`config.mk`:
```
export PLATFORM = sky130hd
export DESIGN_NAME = wind_speed_from_adc_averaged_top
export DESIGN_NICKNAME = d
export VERILOG_FILES = /design/src/rtl/core/wsa_pkg.sv /design/src/rtl/core/wsa_serial_mul.sv /design/src/rtl/core/wsa_serial_div.sv /design/src/rtl/core/wind_speed_from_adc_averaged_top.sv
export SDC_FILE = /design/constraint.sdc
export NUM_CORES = 2
export LEC_CHECK = 0
export BUFFER_PORTS_ARGS = -buffer_cell sky130_fd_sc_hd__buf_4
export CAP_MARGIN = 25
export CORE_MARGIN = 2
export CORE_UTILIZATION = 37
export CTS_CLUSTER_SIZE = 14
export DETAILED_ROUTE_END_ITERATION = 10
export PLACE_DENSITY = 0.48
export REMOVE_ABC_BUFFERS = 1
export SYNTH_ARGS = -nofsm -noshare
export SYNTH_HDL_FRONTEND = slang
export SYNTH_SLANG_ARGS = --single-unit
export TNS_END_PERCENT = 5
```
`constraint.sdc`:
```
create_clock -name i_clk -period 14.04 [get_ports i_clk]
set_input_delay 2.808 -clock i_clk [delete_from_list [all_inputs] [get_ports i_clk]]
set_output_delay 2.808 -clock i_clk [all_outputs]
set_load 0.005 [all_outputs]
```
`src/rtl/core/wsa_pkg.sv`:
```
`default_nettype none
// ----------------------------------------------------------------------------
// Wind speed averager package
// Shared defaults, limits, polynomial coefficients, register indexes and the multiplier request type.
// ----------------------------------------------------------------------------
package wsa_pkg;

    localparam int unsigned SampleCountDefault = 16;

    localparam logic [1:0] RegAdcFullScale = 2'd0;
    localparam logic [1:0] RegVoltMin      = 2'd1;
    localparam logic [1:0] RegVoltMax      = 2'd2;
    localparam logic [1:0] RegSpeedMax     = 2'd3;

    localparam logic [63:0] CoefX4 = 64'd18447;
    localparam logic [63:0] CoefX3 = 64'd136241887;
    localparam logic [63:0] CoefX2 = 64'd347273435993;
    localparam logic [63:0] CoefX1 = 64'd1278612167474728;
    localparam logic [63:0] CoefX0 = 64'd39364803793714800;

    localparam logic [21:0] VoltMaxQ20  = 22'h3FFFFF;
    localparam logic [23:0] SpeedMaxQ16 = 24'hFFFFFF;

    typedef struct packed {
        logic        start;
        logic [63:0] mul_a;
        logic [63:0] mul_b;
    } t_mul_req;

endpackage
`default_nettype wire

```
`src/rtl/core/wsa_serial_mul.sv`:
```
`default_nettype none
// ----------------------------------------------------------------------------
// Wind speed averager serial multiplier
// Shift-and-add multiplier, one multiplier bit per cycle, low 64 bits kept.
// ----------------------------------------------------------------------------
module wsa_serial_mul (
    input  wire logic            i_clk,
    input  wire logic            i_rst_n,
    input  wire wsa_pkg::t_mul_req i_req,
    output logic                 o_done,
    output logic [63:0]          o_prod
);

    logic [63:0] r_a;
    logic [63:0] r_b;
    logic [63:0] r_acc;
    logic        r_busy;
    logic        r_done;

    always_ff @(posedge i_clk) begin
        if (!i_rst_n) begin
            r_busy <= 1'b0;
            r_done <= 1'b0;
        end else begin
            r_done <= 1'b0;
            if (i_req.start) begin
                r_busy <= 1'b1;
            end else if (r_busy && (r_b == 64'd0)) begin
                r_busy <= 1'b0;
                r_done <= 1'b1;
            end
        end
    end

    always_ff @(posedge i_clk) begin
        if (i_req.start) begin
            r_a   <= i_req.mul_a;
            r_b   <= i_req.mul_b;
            r_acc <= 64'd0;
        end else if (r_busy && (r_b != 64'd0)) begin
            if (r_b[0]) begin
                r_acc <= r_acc + r_a;
            end
            r_a <= {r_a[62:0], 1'b0};
            r_b <= {1'b0, r_b[63:1]};
        end
    end

    assign o_done = r_done;
    assign o_prod = r_acc;

endmodule
`default_nettype wire

```
`src/rtl/core/wsa_serial_div.sv`:
```
`default_nettype none
// ----------------------------------------------------------------------------
// Wind speed averager serial divider
// Restoring divider, one quotient bit per cycle, 64 quotient bits.
// ----------------------------------------------------------------------------
module wsa_serial_div (
    input  wire logic        i_clk,
    input  wire logic        i_rst_n,
    input  wire logic        i_start,
    input  wire logic [63:0] i_num,
    input  wire logic [63:0] i_den,
    output logic             o_done,
    output logic [63:0]      o_quot
);

    logic [63:0] r_q;
    logic [63:0] r_rem;
    logic [63:0] r_den;
    logic [6:0]  r_cnt;
    logic        r_busy;
    logic        r_done;
    logic [64:0] w_trial;

    assign w_trial = {r_rem, r_q[63]};

    always_ff @(posedge i_clk) begin
        if (!i_rst_n) begin
            r_busy <= 1'b0;
            r_done <= 1'b0;
            r_cnt  <= 7'd0;
        end else begin
            r_done <= 1'b0;
            if (i_start) begin
                r_busy <= 1'b1;
                r_cnt  <= 7'd0;
            end else if (r_busy) begin
                r_cnt <= r_cnt + 7'd1;
                if (r_cnt == 7'd63) begin
                    r_busy <= 1'b0;
                    r_done <= 1'b1;
                end
            end
        end
    end

    always_ff @(posedge i_clk) begin
        if (i_start) begin
            r_q   <= i_num;
            r_rem <= 64'd0;
            r_den <= i_den;
        end else if (r_busy) begin
            if (w_trial >= {1'b0, r_den}) begin
                r_rem <= 64'(w_trial - {1'b0, r_den});
                r_q   <= {r_q[62:0], 1'b1};
            end else begin
                r_rem <= w_trial[63:0];
                r_q   <= {r_q[62:0], 1'b0};
            end
        end
    end

    assign o_done = r_done;
    assign o_quot = r_q;

endmodule
`default_nettype wire

```
`src/rtl/core/wind_speed_from_adc_averaged_top.sv`:
```
`default_nettype none
// ----------------------------------------------------------------------------
// Wind speed averager top level
// ADC code to averaged wind speed in tenths of km/h.
// ----------------------------------------------------------------------------
// One sample is handled at a time. Seven bit-serial products build the
// polynomial, each stepping through one multiplier bit per cycle; the widest
// multiplier coefficient has 51 bits. One more product does the speed scaling.
// Up to three restoring divisions follow, for the speed, the old mean and the
// output. A code outside the valid range skips the products and the speed
// division. The result register holds a finished item while the next sample
// is taken in.
module wind_speed_from_adc_averaged_top #(
    parameter int unsigned SAMPLE_COUNT = wsa_pkg::SampleCountDefault
) (
    input  wire logic        i_clk,
    input  wire logic        i_rst_n,
    input  wire logic        i_valid,
    output logic             o_ready,
    input  wire logic [11:0] i_adc_sample,
    output logic             o_valid,
    input  wire logic        i_ready,
    output logic [11:0]      o_speed_tenths_kmh,
    output logic             o_sample_valid,
    input  wire logic        i_cfg_valid,
    output logic             o_cfg_ready,
    input  wire logic [1:0]  i_cfg_index,
    input  wire logic [11:0] i_cfg_data
);

    localparam int CntW = $clog2(SAMPLE_COUNT + 1);

    typedef enum logic [12:0] {
        S_IDLE  = 13'b0000000000001,
        S_MUL   = 13'b0000000000010,
        S_MWAIT = 13'b0000000000100,
        S_POLY  = 13'b0000000001000,
        S_SMUL  = 13'b0000000010000,
        S_SWAIT = 13'b0000000100000,
        S_SDIV  = 13'b0000001000000,
        S_SDWT  = 13'b0000010000000,
        S_ADIV  = 13'b0000100000000,
        S_ADWT  = 13'b0001000000000,
        S_ODIV  = 13'b0010000000000,
        S_ODWT  = 13'b0100000000000,
        S_OUT   = 13'b1000000000000
    } t_state;

    t_state r_state;
    logic [11:0] r_fs, r_vmin, r_vmax;
    logic [9:0]  r_smax;
    logic [39:0] r_sum;
    logic [CntW-1:0] r_cnt;
    logic [11:0] r_x;
    logic        r_sv;
    logic [2:0]  r_step;
    logic [63:0] r_x2, r_x3, r_x4, r_pos, r_neg;
    logic [21:0] r_v;
    logic [63:0] r_num;
    logic [23:0] r_speed;
    logic [11:0] r_kmh;
    logic        r_ovalid;
    logic        r_osv;

    wsa_pkg::t_mul_req w_req;
    logic        w_mdone, w_ddone, w_dstart;
    logic [63:0] w_prod, w_quot, w_dnum, w_dden;
    logic [63:0] w_diff, w_vr;
    logic [63:0] w_scaled, w_vmin_q, w_num;
    logic [12:0] w_dv;
    logic [39:0] w_sub;

    assign w_dv = {1'b0, r_vmax} - {1'b0, r_vmin};

    assign w_scaled = {32'd0, r_v, 10'd0} - {38'd0, r_v, 4'd0} - {39'd0, r_v, 3'd0};
    assign w_vmin_q = {32'd0, r_vmin, 20'd0};
    assign w_num    = w_scaled - w_vmin_q;

    wsa_serial_mul u_mul (
        .i_clk  (i_clk),
        .i_rst_n(i_rst_n),
        .i_req  (w_req),
        .o_done (w_mdone),
        .o_prod (w_prod)
    );

    wsa_serial_div u_div (
        .i_clk  (i_clk),
        .i_rst_n(i_rst_n),
        .i_start(w_dstart),
        .i_num  (w_dnum),
        .i_den  (w_dden),
        .o_done (w_ddone),
        .o_quot (w_quot)
    );

    always_comb begin
        w_req.start = (r_state == S_MUL) || (r_state == S_SMUL);
        w_req.mul_a = 64'd0;
        w_req.mul_b = 64'd0;
        if (r_state == S_SMUL) begin
            w_req.mul_a = w_num;
            w_req.mul_b = {54'd0, r_smax};
        end else begin
            case (r_step)
                3'd0: begin w_req.mul_a = {52'd0, r_x}; w_req.mul_b = {52'd0, r_x}; end
                3'd1: begin w_req.mul_a = r_x2; w_req.mul_b = {52'd0, r_x}; end
                3'd2: begin w_req.mul_a = r_x2; w_req.mul_b = r_x2; end
                3'd3: begin w_req.mul_a = r_x3; w_req.mul_b = wsa_pkg::CoefX3; end
                3'd4: begin w_req.mul_a = {52'd0, r_x}; w_req.mul_b = wsa_pkg::CoefX1; end
                3'd5: begin w_req.mul_a = r_x4; w_req.mul_b = wsa_pkg::CoefX4; end
                3'd6: begin w_req.mul_a = r_x2; w_req.mul_b = wsa_pkg::CoefX2; end
                default: begin w_req.mul_a = 64'd0; w_req.mul_b = 64'd0; end
            endcase
        end
    end

    always_comb begin
        w_dstart = (r_state == S_SDIV) || (r_state == S_ADIV) || (r_state == S_ODIV);
        w_dnum = 64'd0;
        w_dden = 64'd1;
        case (r_state)
            S_SDIV: begin
                w_dnum = r_num + 64'(80 * {51'd0, w_dv});
                w_dden = 64'(160 * {51'd0, w_dv});
            end
            S_ADIV: begin
                w_dnum = {24'd0, r_sum};
                w_dden = {{(64-CntW){1'b0}}, r_cnt};
            end
            S_ODIV: begin
                w_dnum = ({19'd0, r_sum, 5'd0} + {22'd0, r_sum, 2'd0})
                    + ({{(64-CntW){1'b0}}, r_cnt} << 15);
                w_dden = {{(64-CntW){1'b0}}, r_cnt} << 16;
            end
            default: begin
                w_dnum = 64'd0;
                w_dden = 64'd1;
            end
        endcase
    end

    assign w_diff = r_pos - r_neg;
    assign w_vr   = w_diff + (64'd1 << 39);
    assign w_sub  = (r_sum >= w_quot[39:0]) ? (r_sum - w_quot[39:0]) : 40'd0;

    assign o_ready     = (r_state == S_IDLE);
    assign o_cfg_ready = 1'b1;

    always_ff @(posedge i_clk) begin
        if (!i_rst_n) begin
            r_state  <= S_IDLE;
            r_fs     <= 12'd4095;
            r_vmin   <= 12'd400;
            r_vmax   <= 12'd2000;
            r_smax   <= 10'd324;
            r_sum    <= 40'd0;
            r_cnt    <= '0;
            r_ovalid <= 1'b0;
            r_step   <= 3'd0;
        end else begin
            if (i_cfg_valid) begin
                case (i_cfg_index)
                    wsa_pkg::RegAdcFullScale: r_fs   <= i_cfg_data;
                    wsa_pkg::RegVoltMin:      r_vmin <= i_cfg_data;
                    wsa_pkg::RegVoltMax:      r_vmax <= i_cfg_data;
                    wsa_pkg::RegSpeedMax:     r_smax <= i_cfg_data[9:0];
                    default: ;
                endcase
            end
            if (r_ovalid && i_ready) begin
                r_ovalid <= 1'b0;
            end
            case (r_state)
                S_IDLE: begin
                    if (i_valid && o_ready) begin
                        r_x     <= i_adc_sample;
                        r_sv    <= (i_adc_sample != 12'd0) && (i_adc_sample <= r_fs);
                        r_speed <= 24'd0;
                        r_step  <= 3'd0;
                        r_pos   <= wsa_pkg::CoefX0;
                        r_neg   <= 64'd0;
                        if ((i_adc_sample != 12'd0) && (i_adc_sample <= r_fs)) begin
                            r_state <= S_MUL;
                        end else begin
                            r_state <= S_ADIV;
                        end
                    end
                end
                S_MUL: r_state <= S_MWAIT;
                S_MWAIT: begin
                    if (w_mdone) begin
                        case (r_step)
                            3'd0: r_x2 <= w_prod;
                            3'd1: r_x3 <= w_prod;
                            3'd2: r_x4 <= w_prod;
                            3'd3: r_pos <= r_pos + w_prod;
                            3'd4: r_pos <= r_pos + w_prod;
                            3'd5: r_neg <= r_neg + w_prod;
                            3'd6: r_neg <= r_neg + w_prod;
                            default: ;
                        endcase
                        r_step  <= r_step + 3'd1;
                        r_state <= (r_step == 3'd6) ? S_POLY : S_MUL;
                    end
                end
                S_POLY: begin
                    if (r_pos <= r_neg) begin
                        r_v <= 22'd0;
                    end else if (w_vr[63:40] > {2'd0, wsa_pkg::VoltMaxQ20}) begin
                        r_v <= wsa_pkg::VoltMaxQ20;
                    end else begin
                        r_v <= w_vr[61:40];
                    end
                    r_state <= S_SMUL;
                    r_num   <= 64'd0;
                end
                S_SMUL: begin
                    if ((r_vmax <= r_vmin) || (w_scaled <= w_vmin_q)) begin
                        r_state <= S_ADIV;
                    end else begin
                        r_state <= S_SWAIT;
                    end
                end
                S_SWAIT: if (w_mdone) begin
                    r_num   <= w_prod;
                    r_state <= S_SDIV;
                end
                S_SDIV: r_state <= S_SDWT;
                S_SDWT: if (w_ddone) begin
                    r_speed <= (w_quot > {40'd0, wsa_pkg::SpeedMaxQ16})
                        ? wsa_pkg::SpeedMaxQ16 : w_quot[23:0];
                    r_state <= S_ADIV;
                end
                S_ADIV: begin
                    if (r_cnt == '0) begin
                        r_cnt   <= r_cnt + 1'b1;
                        r_sum   <= r_sum + {16'd0, r_speed};
                        r_state <= S_ODIV;
                    end else begin
                        r_state <= S_ADWT;
                    end
                end
                S_ADWT: if (w_ddone) begin
                    if (r_cnt < CntW'(SAMPLE_COUNT)) begin
                        r_cnt <= r_cnt + 1'b1;
                        r_sum <= r_sum + {16'd0, r_speed};
                    end else begin
                        r_sum <= w_sub + {16'd0, r_speed};
                    end
                    r_state <= S_ODIV;
                end
                S_ODIV: r_state <= S_ODWT;
                S_ODWT: if (w_ddone) begin
                    r_state <= S_OUT;
                end
                S_OUT: if (!r_ovalid) begin
                    r_kmh    <= (w_quot > 64'd4095) ? 12'd4095 : w_quot[11:0];
                    r_osv    <= r_sv;
                    r_ovalid <= 1'b1;
                    r_state  <= S_IDLE;
                end
                default: ;
            endcase
        end
    end

    assign o_valid            = r_ovalid;
    assign o_speed_tenths_kmh = r_kmh;
    assign o_sample_valid     = r_osv;

endmodule
`default_nettype wire

```
==> summary.txt <==
top post-synthesis cells by count = nand2_1 (706), edfxtp_1 (669), a21oi_1 (668), ha_1 (613), nor2_1 (563)
CTS Buffer Depth = 3
destination of the worst register-to-register timing path = r_sum[39]
cell type contributing the most total cell area after synthesis = edfxtp_1
global-route total usage across every layer = 0.230
category of the worst setup path launch point = flip-flop
CTS tree = done
die height = 425 microns
number of global-route vias before repair = 53400
I/O pins = 47
Die Area = 181000 sq um
fin crit share = 0.498
Power Dens Cells = 154 nW/um^2
Core Region = 176000 sq um
setup repair after global routing missed its margin = false
share of cells above drive strength 1 = 0.0560
post-route antenna net violation count = 0
number of enable-type register cells in the synthesized netlist = 669
crit end category = flip-flop
leading post-synthesis cells by cell area = edfxtp_1 (31%), ha_1 (12%), dfxtp_1 (7.5%)
number of detailed-route iterations in the first pass = 9
Hold WC Path Type = flip-flop to flip-flop
Cell Rows = 154
CTS H-tree lvls = 3
number of buffer and inverter stages on the critical path = 2
max-capacitance violation count = 0
post-synthesis to final-layout area growth = 10.4%
antenna violations before repair = 3
Endpoint, Worst Hold = u_mul.o_done
path depth of the worst reg2reg path = 23
total number of vias = 54100
worst slack on hold paths = 0.437 ns
crit path time final = 7.00 ns
largest clock skew in the final design = 0.0554 ns
register bit count reported by yosys = 916
minimum setup slack among reg-to-reg paths = 7.04 ns
critical path fanouts, max = 38
CTS Root Cell = clkbuf_16
overflow left after global routing = 0
maximum clock rate = 0.143 GHz
sequential fraction of the synthesis area = 0.381
first-pass GRT wire length = 326000 microns
average footprint of a synthesized cell = 9.13 sq um
detailed-route wire length = 212000 microns
number of distinct library cells after synthesis = 109
via/cell ratio = 5.66
cell-by-cell trace of the critical path = ha_1, a21oi_1, o21ai_0, and2_1, o41ai_1, o211ai_1, a21oi_2, buf_4, nand2b_1, inv_1, ha_1, a211oi_1, o21ai_1, a2111oi_0, o31ai_1, a41oi_1, o21ai_1, nor2_1, or2_1, nor4_4, and4_1, o21ai_1, a41oi_1
setup fix buffers added after clock tree synthesis = 0
number of remaining DRC errors = 0
number of instances resized during post-cts repair = 0
port buffer count = 45
result of the run = finished, final reports clean
post-detailed-route wirelength per cell = 22.2 microns
Final #Nets = 7823
Hold Fails Final Rpt = 0
routability congestion estimate from global placement = 0.919
Slew Limit Headroom = 0.325
starting utilization of the core area = 0.373
area share of the leading cell type in the synthesized netlist = 0.306
leak pwr = 29.2 nW
reg-to-reg startpoint = r_sum[27]
Cells on Worst Hold Path = 2
count of hold-fix buffers inserted at cts = 0
maximum number of pins on one net before global-route repair = 93
Skew-Pair Late Insertion Delay = 0.75 ns
number of pins with negative max-slew slack in the final report = 0
share of flip-flops with an asynchronous set or reset = 0
WP data arrival = 7.58 ns
Gate Count Post-Synth = 7197
Critical-path top delay cell = a2111oi_0
prevailing post-synth register cell = edfxtp_1
yosys synthesis warning count = 0
final number of setup-violating endpoints = 0
pin slew with the least headroom to its limit = 1.01 ns
half-perimeter wire length after detailed placement = 163000 microns
worst path required time = 14.62 ns
Clk pin slew, worst setup/hold paths = 0.06 ns
number of violations reported at the end of detailed-routing iteration 0 = 4486
Post-Route Setup TNS = 0 ns
Max VDD drop = 0.115 mV
most frequent cell after synthesis = nand2_1
Netlist Area Pre-Place = 65700 sq um
Largest delay share family, worst path = compound AO/OA/AOI/OAI gates
type of the setup path with the least slack = flip-flop to flip-flop
total clock sinks = 916
delay of the slowest cell on the worst path = 0.74 ns
CTS buffer count = 110
most used cell, CP = o21ai_1
die boundary width = 425 microns
start point of the worst hold path = u_mul.r_busy
==> how the worst max path moves through the flow <==
| stage | slack (ns) | cells after the start | to | from |
|---|---|---|---|---|
| after floorplan | 5.12 | 7 | r_x2[0] | r_state[4] |
| after global placement | 7.06 | 24 | r_sum[39] | u_div.o_quot[27] |
| after detailed placement | 7.12 | 24 | r_sum[39] | u_div.o_quot[27] |
| after CTS | 7.09 | 23 | r_sum[39] | r_sum[27] |
| after global routing | 6.68 | 24 | r_sum[39] | u_div.o_quot[27] |
| final | 7.04 | 23 | r_sum[39] | r_sum[27] |
==> layout make-up <==
class	instances	area, sq um
antenna	1	2.50
clock buffer	149	3070
clock inverter	59	805
fill	17500	104000
inverter	400	1500
multi-input combinational	5579	38200
sequential	916	25000
tap	2340	2930
timing repair buffer	124	977
==> worst min-delay path: cells and delay by family (launching register included) <==
kind          cells  cell delay (ns)
simple gates      2             0.09
flops             1             0.31
==> where the power goes <==
part / leakage (nW) / total, W / internal [W] / switching [W]
Sequential: 8.11 / 0.00390 / 0.00340 / 0.000503
Clock: 1.88 / 0.00308 / 0.00183 / 0.00125
Combinational: 19.2 / 0.00421 / 0.00167 / 0.00253
==> cells in the final DEF (no fill, tap or decap), types with 80 or more instances in the layout <==
master / instances
nand3_1: 137
inv_1: 396
o21bai_1: 94
nor2_1: 557
and2_1: 109
edfxtp_1: 669
o21a_1: 91
ha_1: 612
a222oi_1: 83
a211oi_1: 80
buf_4: 119
nand2_1: 704
xor2_1: 205
o21ai_0: 418
nor3_1: 132
a21o_1: 263
xnor2_1: 300
a21oi_1: 665
dfxtp_1: 246
clkbuf_16: 112
nand4_1: 109
==> kinds of logic after synthesis <==
group,Yosys count,synth area share
buf+inv,702,0.0406
flops,916,0.381
other cells,1,0.0000571
xor+xnor,505,0.0673
fa+ha+maj,661,0.131
simple gates,2214,0.162
compound gates,2176,0.215
mux,22,0.00341
==> flip-flops by register name, indices dropped and copies added, names as in the netlist, 21 cells and up <==
signal / cells
r_v: 22
u_div.o_quot: 64
r_neg: 64
r_x3: 64
r_speed: 24
u_div.r_rem: 64
r_x2: 64
u_mul.o_prod: 64
u_mul.r_a: 64
u_mul.r_b: 64
u_div.r_den: 21
r_x4: 64
r_pos: 64
r_num: 64
r_sum: 40
==> per-layer routing <==
| layer | GRT usage | wire [microns] |
|---|---|---|
| met1 | 0.317 | 99200 |
| met2 | 0.387 | 100000 |
| met3 | 0.0199 | 7500 |
| met4 | 0.0605 | 5630 |
| met5 | 0 | 0 |
==> per-stage QoR <==
stage          power [W]  worst slack [ns]  area, sq um   util  std cells
3_5_place_dp     0.00813              7.12        68700  0.389       9359
4_1_cts           0.0113              7.09        72500  0.411       9567
6_report          0.0112              7.04        72500  0.411       9568
2_1_floorplan    0.00684              5.12        64500      -       6895
3_3_place_gp     0.00812              7.06        68600  0.389       9353
5_1_grt           0.0119              6.68        72500  0.411       9567
(Power assumes the default switching activity.)
